==> config.mk <==
export PLATFORM = sky130hd
export DESIGN_NAME = pdhh_law
export DESIGN_NICKNAME = d
export VERILOG_FILES = /design/src/pdhh_pkg.sv /design/src/pdhh_law.sv
export SDC_FILE = /design/constraint.sdc
export NUM_CORES = 2
export LEC_CHECK = 0
export ABC_AREA = 1
export BUFFER_PORTS_ARGS = -buffer_cell sky130_fd_sc_hd__buf_2
export CORE_MARGIN = 1.5
export CORE_UTILIZATION = 66
export DETAILED_ROUTE_END_ITERATION = 10
export PLACE_DENSITY_LB_ADDON = 0.2
export REMOVE_ABC_BUFFERS = 1
export SYNTH_ARGS = -nofsm -noshare
export SYNTH_HDL_FRONTEND = slang
export SYNTH_SLANG_ARGS = --single-unit
==> constraint.sdc <==
create_clock -name clk -period 16.55 [get_ports clk]
set_clock_uncertainty 0.15 [all_clocks]
set_input_delay 0.8275 -clock clk [delete_from_list [all_inputs] [get_ports clk]]
set_output_delay 0.8275 -clock clk [all_outputs]
set_load 0.05 [all_outputs]
==> src/pdhh_pkg.sv <==
// Shared widths, constants and register codes of the drive heading hold controller
`timescale 1ns / 1ps
`default_nettype none

package pdhh_pkg;

	// Fixed field widths
	localparam int TARGET_W   = 24;
	localparam int GAIN_W     = 16;
	localparam int HEADING_W  = 21;
	localparam int TIME_W     = 16;
	localparam int DRIVE_W    = 8;
	localparam int CFG_DATA_W = 24;
	localparam int CFG_INDEX_W = 3;

	// Heading error is one bit wider than the heading
	localparam int HERR_W = HEADING_W + 1;

	// Drive limits and settle windows
	localparam int DRIVE_LIMIT  = 127;
	localparam int POS_SETTLE   = 5;
	localparam int HEAD_SETTLE  = 75;
	localparam int IZONE        = 10;
	localparam int IZONE_W      = 5;

	// Q8.8 gain products drop eight fraction bits
	localparam int FRAC_BITS = 8;
	localparam int FRAC_MASK = 255;

	// Turn = herr * 7 / 200: /8 by shift, then /25 by reciprocal 2^26/25 rounded up
	localparam int TURN_RECIP_W = 22;
	localparam logic [TURN_RECIP_W-1:0] TURN_RECIP = 22'd2684355;
	localparam int TURN_SHIFT = 26;
	localparam int TURN_PROD_W = HERR_W + TURN_RECIP_W;
	localparam int TURN_W = 18;

	// Configuration register codes
	typedef enum logic [CFG_INDEX_W-1:0] {
		REG_TARGET_TICKS   = 3'd0,
		REG_GAIN_P         = 3'd1,
		REG_GAIN_I         = 3'd2,
		REG_GAIN_D         = 3'd3,
		REG_HEADING_TARGET = 3'd4,
		REG_TIMEOUT_MS     = 3'd5
	} cfg_reg_t;

endpackage

`default_nettype wire

==> src/pdhh_law.sv <==
// Stage one: errors, settle test, loop state and the gain and turn products
`timescale 1ns / 1ps
`default_nettype none

module pdhh_law #(
	parameter int POSITION_WIDTH = 24,
	parameter int INTEGRAL_WIDTH = 32,
	localparam int ERR_W = ((POSITION_WIDTH > pdhh_pkg::TARGET_W) ?
		POSITION_WIDTH : pdhh_pkg::TARGET_W) + 1,
	localparam int PP_W = ERR_W + pdhh_pkg::GAIN_W + 1,
	localparam int IP_W = INTEGRAL_WIDTH + pdhh_pkg::GAIN_W + 1,
	localparam int DP_W = ERR_W + pdhh_pkg::GAIN_W + 2
) (
	input  logic                                  clk,
	input  logic                                  arst_n,
	input  logic                                  step,
	input  logic signed [pdhh_pkg::TARGET_W-1:0]  target_ticks,
	input  logic        [pdhh_pkg::GAIN_W-1:0]    gain_p,
	input  logic        [pdhh_pkg::GAIN_W-1:0]    gain_i,
	input  logic        [pdhh_pkg::GAIN_W-1:0]    gain_d,
	input  logic signed [pdhh_pkg::HEADING_W-1:0] heading_target,
	input  logic        [pdhh_pkg::TIME_W-1:0]    timeout_ms,
	input  logic signed [POSITION_WIDTH-1:0]      position,
	input  logic signed [pdhh_pkg::HEADING_W-1:0] heading,
	input  logic        [pdhh_pkg::TIME_W-1:0]    elapsed_ms,
	input  logic                                  first_sample,
	output logic signed [PP_W-1:0]                p_prod,
	output logic signed [IP_W-1:0]                i_prod,
	output logic signed [DP_W-1:0]                d_prod,
	output logic signed [pdhh_pkg::TURN_W-1:0]    turn,
	output logic                                  finished
);
	import pdhh_pkg::*;

	logic signed [INTEGRAL_WIDTH-1:0] error_integral_q;
	logic signed [ERR_W-1:0]          previous_error_q;
	logic                             done_q;

	logic signed [ERR_W-1:0]          err;
	logic signed [HERR_W-1:0]         herr;
	logic signed [INTEGRAL_WIDTH-1:0] integral_cur;
	logic signed [ERR_W-1:0]          prev_cur;
	logic                             done_cur;
	logic                             settled;
	logic                             timed_out;
	logic                             done_next;
	logic signed [ERR_W:0]            deriv;
	logic                             in_zone;
	logic signed [IZONE_W-1:0]        err_small;
	logic signed [INTEGRAL_WIDTH:0]   isum;
	logic signed [INTEGRAL_WIDTH-1:0] integral_sat;
	logic signed [INTEGRAL_WIDTH-1:0] integral_new;
	logic        [HERR_W-1:0]         herr_mag;
	logic        [HERR_W+2:0]         herr_x7;
	logic        [HERR_W-1:0]         herr_div8;
	logic        [TURN_PROD_W-1:0]    turn_prod;
	logic        [TURN_W-2:0]         turn_mag;

	// Distance and heading errors
	assign err  = ERR_W'(target_ticks) - ERR_W'(position);
	assign herr = HERR_W'(heading_target) - HERR_W'(heading);

	// A new move clears the integral and the latch and seeds the previous error
	assign integral_cur = first_sample ? '0 : error_integral_q;
	assign prev_cur     = first_sample ? err : previous_error_q;
	assign done_cur     = first_sample ? 1'b0 : done_q;

	// Stop when both errors sit in their windows or time has run out
	assign settled   = (err >= -POS_SETTLE) && (err <= POS_SETTLE) &&
		(herr >= -HEAD_SETTLE) && (herr <= HEAD_SETTLE);
	assign timed_out = elapsed_ms >= timeout_ms;
	assign done_next = done_cur || settled || timed_out;

	// Derivative against the previous error
	assign deriv = (ERR_W+1)'(err) - (ERR_W+1)'(prev_cur);

	// Integrate only inside the zone; there the error fits in a few bits
	assign in_zone   = (err > -IZONE) && (err < IZONE);
	assign err_small = err[IZONE_W-1:0];
	assign isum      = (INTEGRAL_WIDTH+1)'(integral_cur) + (INTEGRAL_WIDTH+1)'(err_small);

	// Saturate the integral to its signed range
	always_comb begin
		if (isum[INTEGRAL_WIDTH] != isum[INTEGRAL_WIDTH-1]) begin
			integral_sat = {isum[INTEGRAL_WIDTH], {(INTEGRAL_WIDTH-1){~isum[INTEGRAL_WIDTH]}}};
		end else begin
			integral_sat = isum[INTEGRAL_WIDTH-1:0];
		end
	end

	assign integral_new = in_zone ? integral_sat : integral_cur;

	// Hold the loop state; a stopped step keeps only the new-move clears
	always_ff @(posedge clk or negedge arst_n) begin
		if (!arst_n) begin
			error_integral_q <= '0;
			previous_error_q <= '0;
			done_q           <= 1'b0;
		end else if (step) begin
			done_q <= done_next;
			if (done_next) begin
				error_integral_q <= integral_cur;
				previous_error_q <= prev_cur;
			end else begin
				error_integral_q <= integral_new;
				previous_error_q <= err;
			end
		end
	end

	// Gain products in Q8.8
	assign p_prod = PP_W'(err) * PP_W'($signed({1'b0, gain_p}));
	assign i_prod = IP_W'(integral_new) * IP_W'($signed({1'b0, gain_i}));
	assign d_prod = DP_W'(deriv) * DP_W'($signed({1'b0, gain_d}));

	// Turn on the magnitude, truncated toward zero, sign restored after
	assign herr_mag  = herr[HERR_W-1] ? HERR_W'(-herr) : HERR_W'(herr);
	assign herr_x7   = ((HERR_W+3)'(herr_mag) << 3) - (HERR_W+3)'(herr_mag);
	assign herr_div8 = herr_x7[HERR_W+2:3];
	assign turn_prod = TURN_PROD_W'(herr_div8) * TURN_PROD_W'(TURN_RECIP);
	assign turn_mag  = turn_prod[TURN_SHIFT +: TURN_W-1];
	assign turn      = herr[HERR_W-1] ? -$signed({1'b0, turn_mag}) : $signed({1'b0, turn_mag});

	assign finished = done_next;

endmodule

`default_nettype wire

---- Yosys cells after proc, flatten, opt, wreduce, memory -nomap -nowiden ----
Index checks and enable logic that the tools add are counted.
word-level totals
  memory bits (read-only) ................. 0
  memories kept ........................... 0
  register bits after elaboration ......... 58
  latch bits .............................. 0
  memory bits (writable) .................. 0
  logic and storage cells ................. 38
operators by class
  magnitude comparators ................... 7
  divide/modulo/power cells ............... 0
  $mul .................................... 4
  bitwise gates (word level) .............. 1
  reduce and logical (&&, ||, !) cells .... 6
  shift operators ......................... 0
  $add $sub $neg .......................... 7
  eq/ne operators ......................... 1
  muxes and demuxes ....................... 9
operators with widths
  operator                count
  $mux 32                 4
  $mux 25                 2
  $mul 32x17->49          1
  $mul 22x22->43 const B  1
  $mul 26x17->43          1
  $mul 25x17->42          1
  $add 32x5->33           1
  $sub 25x25->26          1
  $ge 25x4->1 const B     1
  $gt 25x5->1 const B     1
  $le 25x4->1 const B     1
  $lt 25x5->1 const B     1
  $sub 24x24->25          1
  $sub 25x22->25          1
  $ge 22x8->1 const B     1
  $le 22x8->1 const B     1
  $mux 22                 1
  $neg 22->22             1
  $sub 21x21->22          1
  $mux 18                 1
  $neg 17->18             1
  $ge 16x16->1            1
  $logic_and 1x1->1       4
  $logic_or 1x1->1        2
  other kinds (3)         3

---- Longest topological paths before layout ----
  word-level depth ........................ 8
  gate-level depth with buffers ........... 66
  gate-level depth less buffers ........... 65

---- Worst setup path before layout ----
Ideal clock, no wire load.
  kind .................................... input-to-output
  start ................................... input target_ticks[0] (netlist name)
  end ..................................... output i_prod[44]
  arrival ................................. 11.742 ns
  cell stages on the path ................. 54
  slack ................................... 3.830 ns
  path buffers ............................ 3
  cell sequence ........................... inv_1 > ha_1 > inv_1 > fa_1 > nand2_1 > inv_2 > o21ai_1 > nand2_1 > nand2_1 > nand2_1 > clkinv_1 > clkbuf_1 > ha_1 > a21oi_1 > o21ai_0 > nor2_1 > o21ai_1 > a21oi_1 > [18 not listed] > fa_1 > inv_1 > fa_1 > fa_1 > ha_1 > nand2_1 > nor2_1 > inv_1 > o21bai_1 > a31oi_1 > o21ai_0 > a21boi_1 > o21bai_1 > a21boi_0 > o21ai_0 > a21boi_0 > o21ai_0 > xor2_1
on the way
  longest elaborated chain between the ends .. 6
  elaborated cells on any way between the ends .. 10
  those cells by class .................... add/sub: 2; mul: 1; order compare: 2; eq/ne: 1; mux: 2; bitwise: 1; reduce/logical: 1
ends and longest elaborated chain
  element                                  line                            text
  from (decl)                              pdhh_law.sv:17                  input logic signed [pdhh_pkg::TARGET_W-1:0] target_ticks,
  $sub 24x24->25 (*)                       pdhh_law.sv:60                  assign err = ERR_W'(target_ticks) - ERR_W'(position);
  $add 32x5->33                            pdhh_law.sv:80                  assign isum = (INTEGRAL_WIDTH+1)'(integral_cur) + (INTEGRAL_WIDTH+1)'(err_small);
  $ne 1x1->1 or $not 1->1 (tied branches)  pdhh_law.sv:84, pdhh_law.sv:85
  $mux 32                                  pdhh_law.sv:84                  if (isum[INTEGRAL_WIDTH] != isum[INTEGRAL_WIDTH-1]) begin
  $mux 32 (*)                              pdhh_law.sv:91                  assign integral_new = in_zone ? integral_sat : integral_cur;
  $mul 32x17->49 (*)                       pdhh_law.sv:113                 assign i_prod = IP_W'(integral_new) * IP_W'($signed({1'b0, gain_i}));
  to (decl)                                pdhh_law.sv:28                  output logic signed [IP_W-1:0] i_prod,
Every way passes the cells marked *; elsewhere a longest branch is shown, timed or not.

---- Worst setup path after layout ----
Same ends and word-level chain as after synthesis.

==> results.py <==
metrics = {
    "finish": {
        "drive_above_1_share": 0.0649,
        "finish.instance_area_um2": 70200,
        "stdcell_count": 10200,
        "areaGrowthSynthToFinish_pct": 4.27,
        "final_core_util": 0.698,
        "nets": 11100,
    },
    "clocking": {
        "cts_buffers": 9,
        "cts_htree_levels": 3,
        "clockRootBuffer": "clkbuf_16",
        "cts.sinks": 58,
        "clock_latency_ns": 0.36,
        "clk_pin_slew_ns": 0.05,
        "cts_hold_buf": 0,
        "cts_tree": "yes",
        "post-cts-setup-buffers": 0,
        "clk_path_buf_depth": 2,
        "cts_resized": 0,
    },
    "synth": {
        "yosysTopAreaCell": "fa_1",
        "synth_edf_count": 0,
        "synthesis.area_um2": 67300,
        "ys_seq_area_frac": 0.0216,
        "synth_cell_types": 63,
        "yosysWarningCount": 0,
        "yosysMostFrequentCell": "inv_1",
        "netlist_instances": 8655,
        "ys_top_cells_by_area": "fa_1 (43%), ha_1 (13%), inv_1 (12%), nand2_1 (9.9%), nor2_1 (4.1%)",
        "avgSynthCellArea_um2": 7.78,
        "async_flop_share": 1.00,
        "synth_top_area_frac": 0.435,
        "synth_ff_type": "dfrtp_1",
        "yosys_register_bits": 58,
        "synthTopCellsByCount": "inv_1 (2239), nand2_1 (1772), fa_1 (1461), nor2_1 (742), ha_1 (694)",
    },
    "worst_setup_path": {
        "crit_arrival_ns": 13.40,
        "slowest_stage": "clkinv_1",
        "startpoint_type": "input port",
        "worst-r2r-setup-slack_ns": 11.65,
        "cpMostUsedCell": "nand2_1",
        "max_stage_delay_ns": 0.68,
        "r2r_cells": 20,
        "endpoint_kind": "primary output",
        "critPathMaxFanout": 31,
        "critPathRequiredTime_ns": 15.57,
        "path_class": "in -> out",
    },
    "grt": {
        "grt_pass1_vias": 58600,
        "antenna_found_initial": 8,
        "grt_start_max_net_pins": 70,
        "grt-ovfl-total": 0,
        "grtUsageTotal": 0.361,
        "grt_pass1_wl_mm": 298,
    },
    "floorplan": {
        "die_h_um": 322,
        "num_rows": 116,
        "io_pins": 327,
        "die_w_um": 322,
        "die_area_um2": 104000,
        "initial_core_util": 0.669,
        "coreArea_um2": 101000,
    },
    "sta": {
        "fmax_ghz": 0.0695,
        "timing.setup.tns_ns": 0,
        "hold_viol_final": 0,
        "tightest_slew_ns": 1.10,
        "drv_slew": 0,
        "fin_crit_ns": 14.38,
        "finalSetupViolations": 0,
        "slew_headroom": 0.263,
        "rsz0062_at_grt": "false",
        "post-route-period-util": 0.869,
    },
    "worst_hold_path": {
        "hold-path-cell-count": 2,
        "hp-class": "reg -> reg",
    },
    "job": {
        "max_cap_viol_count": 0,
    },
    "detailed_routing": {
        "dr.pass1.iters": 6,
        "vias": 56200,
        "drt_wl_total_mm": 180,
        "vias_per_cell": 5.54,
        "route.detailed.drc": 0,
        "postRouteAntennaNets": 0,
        "drt_iter0_drc": 4221,
        "wl_per_cell_um": 17.7,
    },
    "placement": {
        "dp_cells": 10100,
        "place.gp.congestion": 0.985,
        "postPlaceCellArea_um2": 69800,
        "numPortBuffers": 326,
        "post-dp-hpwl_mm": 155,
    },
    "outcome": {
        "outcome": "complete, no violations",
    },
}
[layout make-up]
class / instances / area, um2
Inverter: 2305 / 8650
Antenna cell: 3 / 7.51
Multi-Input combinational cell: 6054 / 56100
Clock inverter: 6 / 88.8
Fill cell: 8424 / 30400
Clock buffer: 10 / 239
Timing Repair Buffer: 366 / 1930
Tap cell: 1357 / 1700
Sequential cell: 58 / 1450
[metal layers]
| layer | vias to the layer above | part of all wire | wire (um) | track usage |
|---|---|---|---|---|
| li1 | 25700 | - | - | - |
| met1 | 27600 | 0.40 | 72400 | 0.481 |
| met2 | 2507 | 0.46 | 82500 | 0.578 |
| met3 | 453 | 0.10 | 18700 | 0.0941 |
| met4 | 4 | 0.035 | 6350 | 0.114 |
| met5 | - | 0.00012 | 22 | 0 |
[state kept, by name (all words and copies together) (netlist names)]
signal / flops
error_integral_q: 32
previous_error_q: 25
done_q: 1
[logic make-up (layout without fill, tap and decap cells)]
group                      Yosys count  count (layout)  share of synthesized area
and+or+nand+nor                   2985            2985                      0.181
buffers and inverters             2543            2687                      0.145
AOI/OAI and AO/OA                  661             661                     0.0555
adders and majority gates         2155            2155                      0.564
other                                0               3                          0
DFF                                 58              58                     0.0216
xor gates and xnor gates           253             253                     0.0333
[critical path: cells and delay by family]
family	cells	cell delay (ns)
simple gates	12	2.06
xor+xnor	1	0.15
buf+inv	11	2.09
fa+ha+maj	10	4.24
compound gates	18	4.03
[path summary, 6_finish.rpt]
path | to | from
worst min-delay path | previous_error_q[18]$_DFFE_PN0P_ | previous_error_q[18]$_DFFE_PN0P_
max in group asynchronous | error_integral_q[7]$_DFFE_PN0P_ | arst_n
worst max register to register | error_integral_q[30]$_DFFE_PN0P_ | error_integral_q[0]$_DFFE_PN0P_
min in group asynchronous | previous_error_q[23]$_DFFE_PN0P_ | arst_n
worst min register to register | previous_error_q[18]$_DFFE_PN0P_ | previous_error_q[18]$_DFFE_PN0P_
worst max-delay path | i_prod[44] | target_ticks[0]
[through the flow]
stage / hold slack [ns] / worst slack (ns)
after global placement: 0.306 / 2.69
after floorplan: 0.294 / 3.76
final: 0.327 / 2.17
after CTS: 0.326 / 2.40
after global routing: 0.349 / 1.34
after detailed placement: 0.311 / 2.41
[cell usage in the layout, fill, tap and decap left out, types with 7 or more instances in the layout]
cell type / count
dfrtp_1: 58
o21ai_0: 173
inv_1: 2239
o21bai_1: 17
a221oi_1: 7
nor3_1: 35
a21boi_0: 15
clkbuf_16: 9
a21oi_1: 303
inv_2: 53
nand4_1: 45
nand2_1: 1771
clkinv_1: 13
fa_1: 1461
nor2_1: 742
o21a_1: 13
a211oi_1: 9
a31oi_1: 36
nand2_2: 53
ha_1: 694
a21o_1: 17
nand3_2: 23
o31ai_1: 7
or2_2: 33
xnor2_1: 91
xor2_1: 160
nand3_1: 237
o211ai_1: 10
buf_4: 40
nor4_1: 17
o21ai_1: 24
buf_2: 326
Power is left out: the tool's default activity adds up to more than one toggle a clock period on the data nets, which glitch-free logic cannot reach.
