### src/pdhh_pkg.sv
// Shared widths, constants and register codes of the drive heading hold controller
`timescale 1ns / 1ps
`default_nettype none

package pdhh_pkg;

	// Fixed field widths
	localparam int TARGET_W   = 24;
	localparam int GAIN_W     = 16;
	localparam int HEADING_W  = 21;
	localparam int TIME_W     = 16;
	localparam int DRIVE_W    = 8;
	localparam int CFG_DATA_W = 24;
	localparam int CFG_INDEX_W = 3;

	// Heading error is one bit wider than the heading
	localparam int HERR_W = HEADING_W + 1;

	// Drive limits and settle windows
	localparam int DRIVE_LIMIT  = 127;
	localparam int POS_SETTLE   = 5;
	localparam int HEAD_SETTLE  = 75;
	localparam int IZONE        = 10;
	localparam int IZONE_W      = 5;

	// Q8.8 gain products drop eight fraction bits
	localparam int FRAC_BITS = 8;
	localparam int FRAC_MASK = 255;

	// Turn = herr * 7 / 200: /8 by shift, then /25 by reciprocal 2^26/25 rounded up
	localparam int TURN_RECIP_W = 22;
	localparam logic [TURN_RECIP_W-1:0] TURN_RECIP = 22'd2684355;
	localparam int TURN_SHIFT = 26;
	localparam int TURN_PROD_W = HERR_W + TURN_RECIP_W;
	localparam int TURN_W = 18;

	// Configuration register codes
	typedef enum logic [CFG_INDEX_W-1:0] {
		REG_TARGET_TICKS   = 3'd0,
		REG_GAIN_P         = 3'd1,
		REG_GAIN_I         = 3'd2,
		REG_GAIN_D         = 3'd3,
		REG_HEADING_TARGET = 3'd4,
		REG_TIMEOUT_MS     = 3'd5
	} cfg_reg_t;

endpackage

`default_nettype wire

### src/pdhh_mix.sv
// Stage two: sum the gain products, scale, clamp and mix in the turn
`timescale 1ns / 1ps
`default_nettype none

module pdhh_mix #(
	parameter int ERR_W = 25,
	parameter int INTEGRAL_WIDTH = 32,
	localparam int PP_W = ERR_W + pdhh_pkg::GAIN_W + 1,
	localparam int IP_W = INTEGRAL_WIDTH + pdhh_pkg::GAIN_W + 1,
	localparam int DP_W = ERR_W + pdhh_pkg::GAIN_W + 2
) (
	input  logic signed [PP_W-1:0]               p_prod,
	input  logic signed [IP_W-1:0]               i_prod,
	input  logic signed [DP_W-1:0]               d_prod,
	input  logic signed [pdhh_pkg::TURN_W-1:0]   turn,
	input  logic                                 finished,
	output logic signed [pdhh_pkg::DRIVE_W-1:0]  left_drive,
	output logic signed [pdhh_pkg::DRIVE_W-1:0]  right_drive
);
	import pdhh_pkg::*;

	localparam int MAX_W = (IP_W > DP_W) ? IP_W : DP_W;
	localparam int SUM_W = MAX_W + 2;

	logic signed [SUM_W-1:0]   sum;
	logic signed [SUM_W-1:0]   bias;
	logic signed [SUM_W-1:0]   scaled;
	logic signed [DRIVE_W-1:0] fwd;
	logic signed [TURN_W:0]    left_sum;
	logic signed [TURN_W:0]    right_sum;

	function automatic logic signed [DRIVE_W-1:0] clamp_drive(input logic signed [TURN_W:0] v);
		logic signed [DRIVE_W-1:0] r;
		if (v > DRIVE_LIMIT) begin
			r = DRIVE_W'(DRIVE_LIMIT);
		end else if (v < -DRIVE_LIMIT) begin
			r = DRIVE_W'(-DRIVE_LIMIT);
		end else begin
			r = v[DRIVE_W-1:0];
		end
		return r;
	endfunction

	// Sum the three terms
	assign sum = SUM_W'(p_prod) + SUM_W'(i_prod) + SUM_W'(d_prod);

	// Drop the fraction, truncating toward zero
	assign bias   = sum[SUM_W-1] ? SUM_W'(FRAC_MASK) : '0;
	assign scaled = (sum + bias) >>> FRAC_BITS;

	// Clamp the forward command
	always_comb begin
		if (scaled > DRIVE_LIMIT) begin
			fwd = DRIVE_W'(DRIVE_LIMIT);
		end else if (scaled < -DRIVE_LIMIT) begin
			fwd = DRIVE_W'(-DRIVE_LIMIT);
		end else begin
			fwd = scaled[DRIVE_W-1:0];
		end
	end

	// Mix forward and turn per side, then zero both once stopped
	assign left_sum  = (TURN_W+1)'(fwd) + (TURN_W+1)'(turn);
	assign right_sum = (TURN_W+1)'(fwd) - (TURN_W+1)'(turn);

	assign left_drive  = finished ? '0 : clamp_drive(left_sum);
	assign right_drive = finished ? '0 : clamp_drive(right_sum);

endmodule

`default_nettype wire

### config.mk
export PLATFORM = sky130hd
export DESIGN_NAME = pdhh_mix
export DESIGN_NICKNAME = d
export VERILOG_FILES = /design/src/pdhh_pkg.sv /design/src/pdhh_mix.sv
export SDC_FILE = /design/constraint.sdc
export NUM_CORES = 1
export LEC_CHECK = 0
export BUFFER_PORTS_ARGS = -buffer_cell sky130_fd_sc_hd__clkbuf_2
export CORE_MARGIN = 10
export CORE_UTILIZATION = 40
export DETAILED_ROUTE_END_ITERATION = 16
export SETUP_SLACK_MARGIN = 0.5
export SLEW_MARGIN = 30
export SYNTH_ARGS = -nofsm -noshare
export SYNTH_HDL_FRONTEND = slang
export SYNTH_SLANG_ARGS = --single-unit
export TNS_END_PERCENT = 20
### constraint.sdc
create_clock -name vclk -period 23.2
set_input_delay 5.8 -clock vclk [all_inputs]
set_output_delay 5.8 -clock vclk [all_outputs]
set_load 0.05 [all_outputs]
# --- After elaboration in Yosys (flattened, before gate mapping) ---
# Index checks and enable logic that the tools add are counted.
word_totals:
  reg_bits: 0
  inputBits: 153
  out_inout_bits: 16
  word_cells: 20
classes:
  n_addsub: 5
  order_cmp: 6
  muxes: 9
op_table:
  columns: ["op", "count"]
  rows:
  - ["$mux 8", 9]
  - ["$add 50x43->51", 1]
  - ["$add 51x9->51", 1]
  - ["$add 42x49->50", 1]
  - ["$gt 43x8->1 const B", 1]
  - ["$lt 43x8->1 const B", 1]
  - ["$gt 19x8->1 const B", 2]
  - ["$lt 19x8->1 const B", 2]
  - ["$add 8x18->19", 1]
  - ["$sub 8x18->19", 1]

# --- Longest topological paths before layout ---
# Gate-level depths: netlist of the first run.
logic_depth:
  depth_word: 12
  depth_mapped: 44
  mapped_depth_nobuf: 40

# --- Worst setup path after synthesis of the first run ---
# OpenSTA, ideal clock, no wires.
synth_path:
  kind: "input to output"
  from: "in p_prod[9]"
  to: "out right_drive[1] (netlist bit)"
  arrival_ns: 15.970
  slack_ns: 1.430
  cell_stages: 43
  path_buffers: 4
  path_cell_list: "inv_1 > fa_1 > inv_1 > ha_1 > buf_2 > and4_1 > o2bb2ai_1 > a221oi_1 > and2_1 > buf_2 > nor4_1 > o21a_1 > nor2_1 > ha_1 > nand3_1 > nor3_1 > nand4_1 > o31ai_1 > [... 7 more ...] > o21ai_0 > and3_1 > ha_1 > fa_1 > nor2b_1 > o21ai_0 > a21oi_1 > o21ai_0 > a21oi_1 > o21ai_0 > a21o_1 > a2111oi_0 > o2111ai_1 > and3_1 > or4_1 > and2_1 > clkbuf_1 > a211oi_1"
synth_between:
  elab_chain_len: 12
synth_lines:
  columns: ["element", "line_no", "text"]
  rows:
  - ["from (decl)", "pdhh_mix.sv:12", "input logic signed [PP_W-1:0] p_prod,"]
  - ["$add 42x49->50 *", "pdhh_mix.sv:45", "assign sum = SUM_W'(p_prod) + SUM_W'(i_prod) + SUM_W'(d_prod);"]
  - ["$add 50x43->51 *", "pdhh_mix.sv:45", null]
  - ["$mux 8", "pdhh_mix.sv:48", "assign bias = sum[SUM_W-1] ? SUM_W'(FRAC_MASK) : '0;"]
  - ["$add 51x9->51 *", "pdhh_mix.sv:49", "assign scaled = (sum + bias) >>> FRAC_BITS;"]
  - ["$lt 43x8->1", "pdhh_mix.sv:55", "end else if (scaled < -DRIVE_LIMIT) begin"]
  - ["$mux 8", "pdhh_mix.sv:55", null]
  - ["$mux 8 *", "pdhh_mix.sv:53", "if (scaled > DRIVE_LIMIT) begin"]
  - ["$sub 8x18->19 *", "pdhh_mix.sv:64", "assign right_sum = (TURN_W+1)'(fwd) - (TURN_W+1)'(turn);"]
  - ["$lt 19x8->1", "pdhh_mix.sv:36", "end else if (v < -DRIVE_LIMIT) begin"]
  - ["$mux 8", "pdhh_mix.sv:36", null]
  - ["$mux 8 *", "pdhh_mix.sv:34", "if (v > DRIVE_LIMIT) begin"]
  - ["$mux 8 *", "pdhh_mix.sv:67", "assign right_drive = finished ? '0 : clamp_drive(right_sum);"]
  - ["to (decl)", "pdhh_mix.sv:18", "output logic signed [pdhh_pkg::DRIVE_W-1:0] right_drive"]
# Mark *: on every way between the ends. The rest lies on a longest branch, timed or not.

# --- Final worst setup path of the first run ---
# Ends and elaborated chain as after synthesis.

==> results.ini, run 1 <==
[floorplan]
core_um2 = 19530
initial_core_util_pct = 40.88
fp.dieW_um = 161.3
die_area_um2 = 26000
row_count = 51
ioPinCount = 169
die_y_um = 161.3

[sta]
fmax_mhz = 45.80
rsz0062_at_grt = false
hold_viol = 0
finalSetupTns_ns = 0
report.final.slew_viol_count = 0
slew_headroom_pct = 39.45
final-setup-viol-count = 0
finalCritPeriodShare_pct = 94.11
worst_pin_slew_ns = 0.9060
period_minus_slack_ns = 21.83

[route]
first_pass_iters = 5
avgRoutedWirePerCell_um = 15.90
drt-initial-drc-count = 390
detail-route-antenna-nets = 0
post-route-drc-count = 0
viasPerCell = 5.680
wirelength_um = 23490
num_vias = 8390

[setup_path]
start_kind = input pin
arrival_ns = 16.03
worst_setup_path_end_kind = primary output
crit_family = simple AND/OR/NAND/NOR gates
path_buf_inv = 5
worstSetupPathType = in2out
crit_fanout = 23
cp_slowest_cell = a2111oi_1
required_ns = 17.40
cpPeakStageDelay_ns = 0.79

[final_layout]
final_nets = 1507
diodes = 0
final_util_pct = 46.13
clockBufferCount = 0
design.seq.count = 0
layout-drive-gt1-share_pct = 19.31
syn2layout_area_growth_pct = 12.85
area.sequential_um2 = 0

[clock_tree]
cts.hold.buffers_added = 0

[synthesis]
syn_area_um2 = 7981
yosysSeqAreaShare_pct = 0
yosys_warnings = 0
synth_nets = 1378
syn_inst = 1085
ys_types = 91
avgSynthCellArea_um2 = 7.356

[placement]
io_buffers = 169
dp_hpwl_um = 20510
gp_congestion = 0.9133

[status]
status = finished, final reports clean

[global_routing]
grt_overflow = 0
grt_pass1_wl_um = 39390
antenna_found_initial = 0
grt_pass1_vias = 8235
grt_max_degree = 24
grt.total_usage_pct = 17.13

[hold_path]
hp-class = in2out
hold_path_depth = 3
worstHoldStart = finished
holdPathEnd = right_drive[0]

[power_and_ir_drop]
ir_worst_vdd_uv = 36.38
pwr_density_cell_nw_per_um2 = 88.12
power.leakage_nw = 3.999

[job]
maxCapViolations = 0

cell families (layout without fill, tap and decap cells):
logic type               count (synthesis)  after routing  synth area share (%)
AO/OA/AOI/OAI                          323            323                 28.66
XOR/XNOR                                77             77                 8.873
adder cells (fa/ha/maj)                140            140                 26.84
buffers and inverters                  128            255                 6.365
multiplexers                            11             11                 1.395
AND/OR/NAND/NOR                        406            406                 27.87
metrics by stage:
step                std cells  worst slack [ns]  hold WS, ns  instance area, um2  power [mW]
global route             1477            0.5637        12.13                9007      0.8788
floorplan                1085             1.430        12.06                7981      0.6119
finish                   1477             1.367        12.10                9007      0.7937
CTS                      1477             1.022        12.09                8979      0.7862
detailed placement       1477             1.068        12.09                8979      0.7820
global placement         1477             1.255        12.09                8977      0.7810
final cells by class:
class                      instances  area [um2]
fill                            2054       10520
inverter                          85       319.1
multi-input combinational        957        7503
tap                              265       331.6
timing repair buffer             170       853.3
synth_stat cells, types with 11 or more instances:
master	instances	area share, %
ha_1	88	14
inv_1	85	4.0
nor2_1	76	3.6
nand2_1	73	3.4
a21oi_1	72	4.5
fa_1	52	13
o21ai_0	50	3.1
xnor2_1	47	5.2
nor3_1	38	2.4
nand4_1	36	2.8
clkbuf_1	33	1.6
nand3_1	32	2.0
a21o_1	27	2.5
xor2_1	27	3.0
nor4_1	20	1.6
o31ai_1	19	1.8
and3_1	18	1.4
or3_1	17	1.3
nand2b_1	16	1.3
and2_1	14	1.1
a31oi_1	13	1.0
o21a_1	13	1.2
o211ai_1	12	1.1
o21ai_1	11	0.69
o21bai_1	11	1.0
routing by layer:
metal  wire length, um  GRT usage [%]
met5                 0              0
met4               199          1.365
met3              1175          1.983
met2             10650          28.80
met1             11460          23.82
worst min-delay path, delay by kind of cell:
| family | cells | cell delay, ns |
|---|---|---|
| AOI/OAI and AO/OA | 1 | 0.07 |
| buffers and inverters | 2 | 0.42 |
where the power goes:
part | switching (mW) | internal [mW] | leakage, nW | total, mW
sequential | 0 | 0 | 0 | 0
combinational | 0.499 | 0.295 | 4.00 | 0.794
clock | 0 | 0 | 0 | 0
total | 0.499 | 0.295 | 4.00 | 0.794
placed cells by master (no fill, tap or decap), types with 9 or more instances in the layout:
| cell type | synthesis | final |
|---|---|---|
| clkbuf_2 | 0 | 169 |
| ha_1 | 88 | 88 |
| inv_1 | 85 | 85 |
| nor2_1 | 76 | 75 |
| nand2_1 | 73 | 73 |
| a21oi_1 | 72 | 72 |
| fa_1 | 52 | 52 |
| o21ai_0 | 50 | 50 |
| xnor2_1 | 47 | 47 |
| nand4_1 | 36 | 36 |
| nor3_1 | 38 | 36 |
| nand3_1 | 32 | 32 |
| a21o_1 | 27 | 27 |
| xor2_1 | 27 | 27 |
| nor4_1 | 20 | 19 |
| and3_1 | 18 | 18 |
| o31ai_1 | 19 | 18 |
| or3_1 | 17 | 17 |
| nand2b_1 | 16 | 16 |
| and2_1 | 14 | 13 |
| a31oi_1 | 13 | 13 |
| o21a_1 | 13 | 13 |
| o211ai_1 | 12 | 12 |
| o21bai_1 | 11 | 11 |
| o21ai_1 | 11 | 10 |
| or2_2 | 10 | 10 |
| mux2i_1 | 10 | 10 |
| a211oi_1 | 9 | 9 |
worst max-delay path by stage:
stage,start,to,slack [ns],cells after the start
final,p_prod[9],right_drive[1],1.37,42
after detailed placement,p_prod[9],right_drive[1],1.07,41
after floorplan,p_prod[9],right_drive[1],1.43,43
after global routing,p_prod[41],right_drive[1],0.56,38
after CTS,p_prod[9],right_drive[1],1.02,41
after global placement,p_prod[9],right_drive[1],1.25,42
repair_timing:
action	CTS	global route
endpoints found under the setup margin	0	14
resized for setup	0	7
buffers inserted	0	0
Power figures use the tool's default switching activity.
==> run 2: changes to the inputs <==
==> constraint.sdc (replaced) <==
create_clock -name vclk -period 18.6
set_input_delay 4.65 -clock vclk [all_inputs]
set_output_delay 4.65 -clock vclk [all_outputs]
set_load 0.05 [all_outputs]
==> run 2 against run 1 <==
Net effect: wire length rose by 10%; sequential share of layout area unchanged; worst hold slack worse by 2.2 ns; first-iteration DRC count increased by 22%; design area rose by 19%; power rose by 61%; clock-buffer cell count did not move; global-route usage grew 1.1 points; sequential cell count unchanged; via count grew 6.4%; critical path type unchanged.
==> results.ini, run 2 (synthesis gave the netlist of run 1 again) <==
[floorplan]
fp.dieW_um = 161.3
core_um2 = 19530
initial_core_util_pct = 40.88
row_count = 51
ioPinCount = 169
die_y_um = 161.3
die_area_um2 = 26000

[global_routing]
grt_pass1_vias = 8656
grt_max_degree = 23
grt_pass1_wl_um = 41850
grt_overflow = 0
antenna_found_initial = 0
grt.total_usage_pct = 18.20

[setup_path]
crit_fanout = 6
arrival_ns = 13.43
crit_cells = 44
cp_slowest_cell = or4_4
worstSetupPathType = in2out
crit_end = right_drive[2]
required_ns = 13.95
worst_setup_path_end_kind = primary output
crit_family = simple AND/OR/NAND/NOR gates
start_kind = input pin
cpPeakStageDelay_ns = 0.63
startpoint = p_prod[15]
path_buf_inv = 7

[route]
first_pass_iters = 5
viasPerCell = 5.690
post-route-drc-count = 0
avgRoutedWirePerCell_um = 16.49
drt-initial-drc-count = 475
wirelength_um = 25870
num_vias = 8928
detail-route-antenna-nets = 0

[sta]
report.final.slew_viol_count = 0
period_minus_slack_ns = 18.08
setup_slack_ns = 0.5228
final-setup-viol-count = 0
holdWs_ns = 9.881
finalCritPeriodShare_pct = 97.19
fmax_mhz = 55.32
hold_viol = 0
finalSetupTns_ns = 0
rsz0062_at_grt = true
worst_pin_slew_ns = 0.8667
slew_headroom_pct = 41.48

[final_layout]
clockBufferCount = 0
fillCellCount = 1943
design.seq.count = 0
syn2layout_area_growth_pct = 34.85
final_util_pct = 55.12
area.sequential_um2 = 0
final_cell_mix = clkbuf_2 (155), buf_4 (91), inv_1 (81)
diodes = 0
final_nets = 1599
layout-drive-gt1-share_pct = 33.90
final_common_cell = clkbuf_2
stdcell_area_um2 = 10760

[power_and_ir_drop]
swShare_pct = 57.57
power.leakage_nw = 4.637
ir_worst_vdd_uv = 55.83
internal-power_mw = 0.5433
p_clk_share_pct = 0
seq_power_share_pct = 0
p_comb_share_pct = 100.0
p_switching_mw = 0.7372
pwr_density_cell_nw_per_um2 = 119.0

[placement]
io_buffers = 169
gp_congestion = 0.9038
placed_area_um2 = 9643
dp_hpwl_um = 21420
dp_slack_ns = -0.01290

[hold_path]
hp-class = in2out

[status]
status = finished, final reports clean

[job]
maxCapViolations = 0

-- run 2: power by group through the flow --
stage	sequential [mW]	combinational, mW	clock [mW]
after floorplan	0	0.808	0
after global placement	0	1.11	0
after detailed placement	0	1.11	0
after CTS	0	1.18	0
after global routing	0	1.39	0
final	0	1.28	0
-- run 2: what timing repair did --
action                                  CTS  global route
resized for setup                        58           102
hold buffers                              0             0
endpoints found under the setup margin   15            16
pin swaps                                40            59
setup buffers                            30            17
cloned                                    2             0
-- run 2: through the flow --
| stage | instances | total power [mW] |
|---|---|---|
| after detailed placement | 1520 | 1.115 |
| after global routing | 1569 | 1.391 |
| after CTS | 1552 | 1.176 |
| after floorplan | 1085 | 0.8077 |
| final | 1569 | 1.281 |
| after global placement | 1520 | 1.110 |
-- run 2: layer usage --
metal / vias to the layer above / wire length [um] / global-route usage [%] / share of wire, %
met4: 0 / 359 / 2.068 / 1.4
li1: 4482 / - / - / -
met5: - / 0 / 0 / 0
met2: 232 / 12030 / 30.36 / 46
met3: 28 / 1124 / 1.932 / 4.3
met1: 4186 / 12360 / 25.38 / 48
-- run 2: tightest hold or removal path: cells and delay by family --
| family | cells | cell delay [ns] |
|---|---|---|
| AOI/OAI and AO/OA | 1 | 0.09 |
| buffers and inverters | 2 | 0.49 |
-- run 2: cell type report --
type	instances	area (um2)	area share (%)
timing repair buffer	260	1709	15.88
inverter	85	321.6	2.988
multi-input combinational	959	8401	78.05
tap	265	331.6	3.081
-- run 2: how the worst min path moves through the flow --
| stage | start | to | slack (ns) | cells past startpoint |
|---|---|---|---|---|
| after floorplan | turn[1] | right_drive[1] | 9.64 | 2 |
| after global placement | finished | right_drive[1] | 9.89 | 3 |
| after detailed placement | finished | right_drive[1] | 9.89 | 3 |
| after CTS | finished | right_drive[1] | 9.88 | 3 |
| after global routing | finished | right_drive[1] | 9.90 | 3 |
| final | finished | right_drive[1] | 9.88 | 3 |
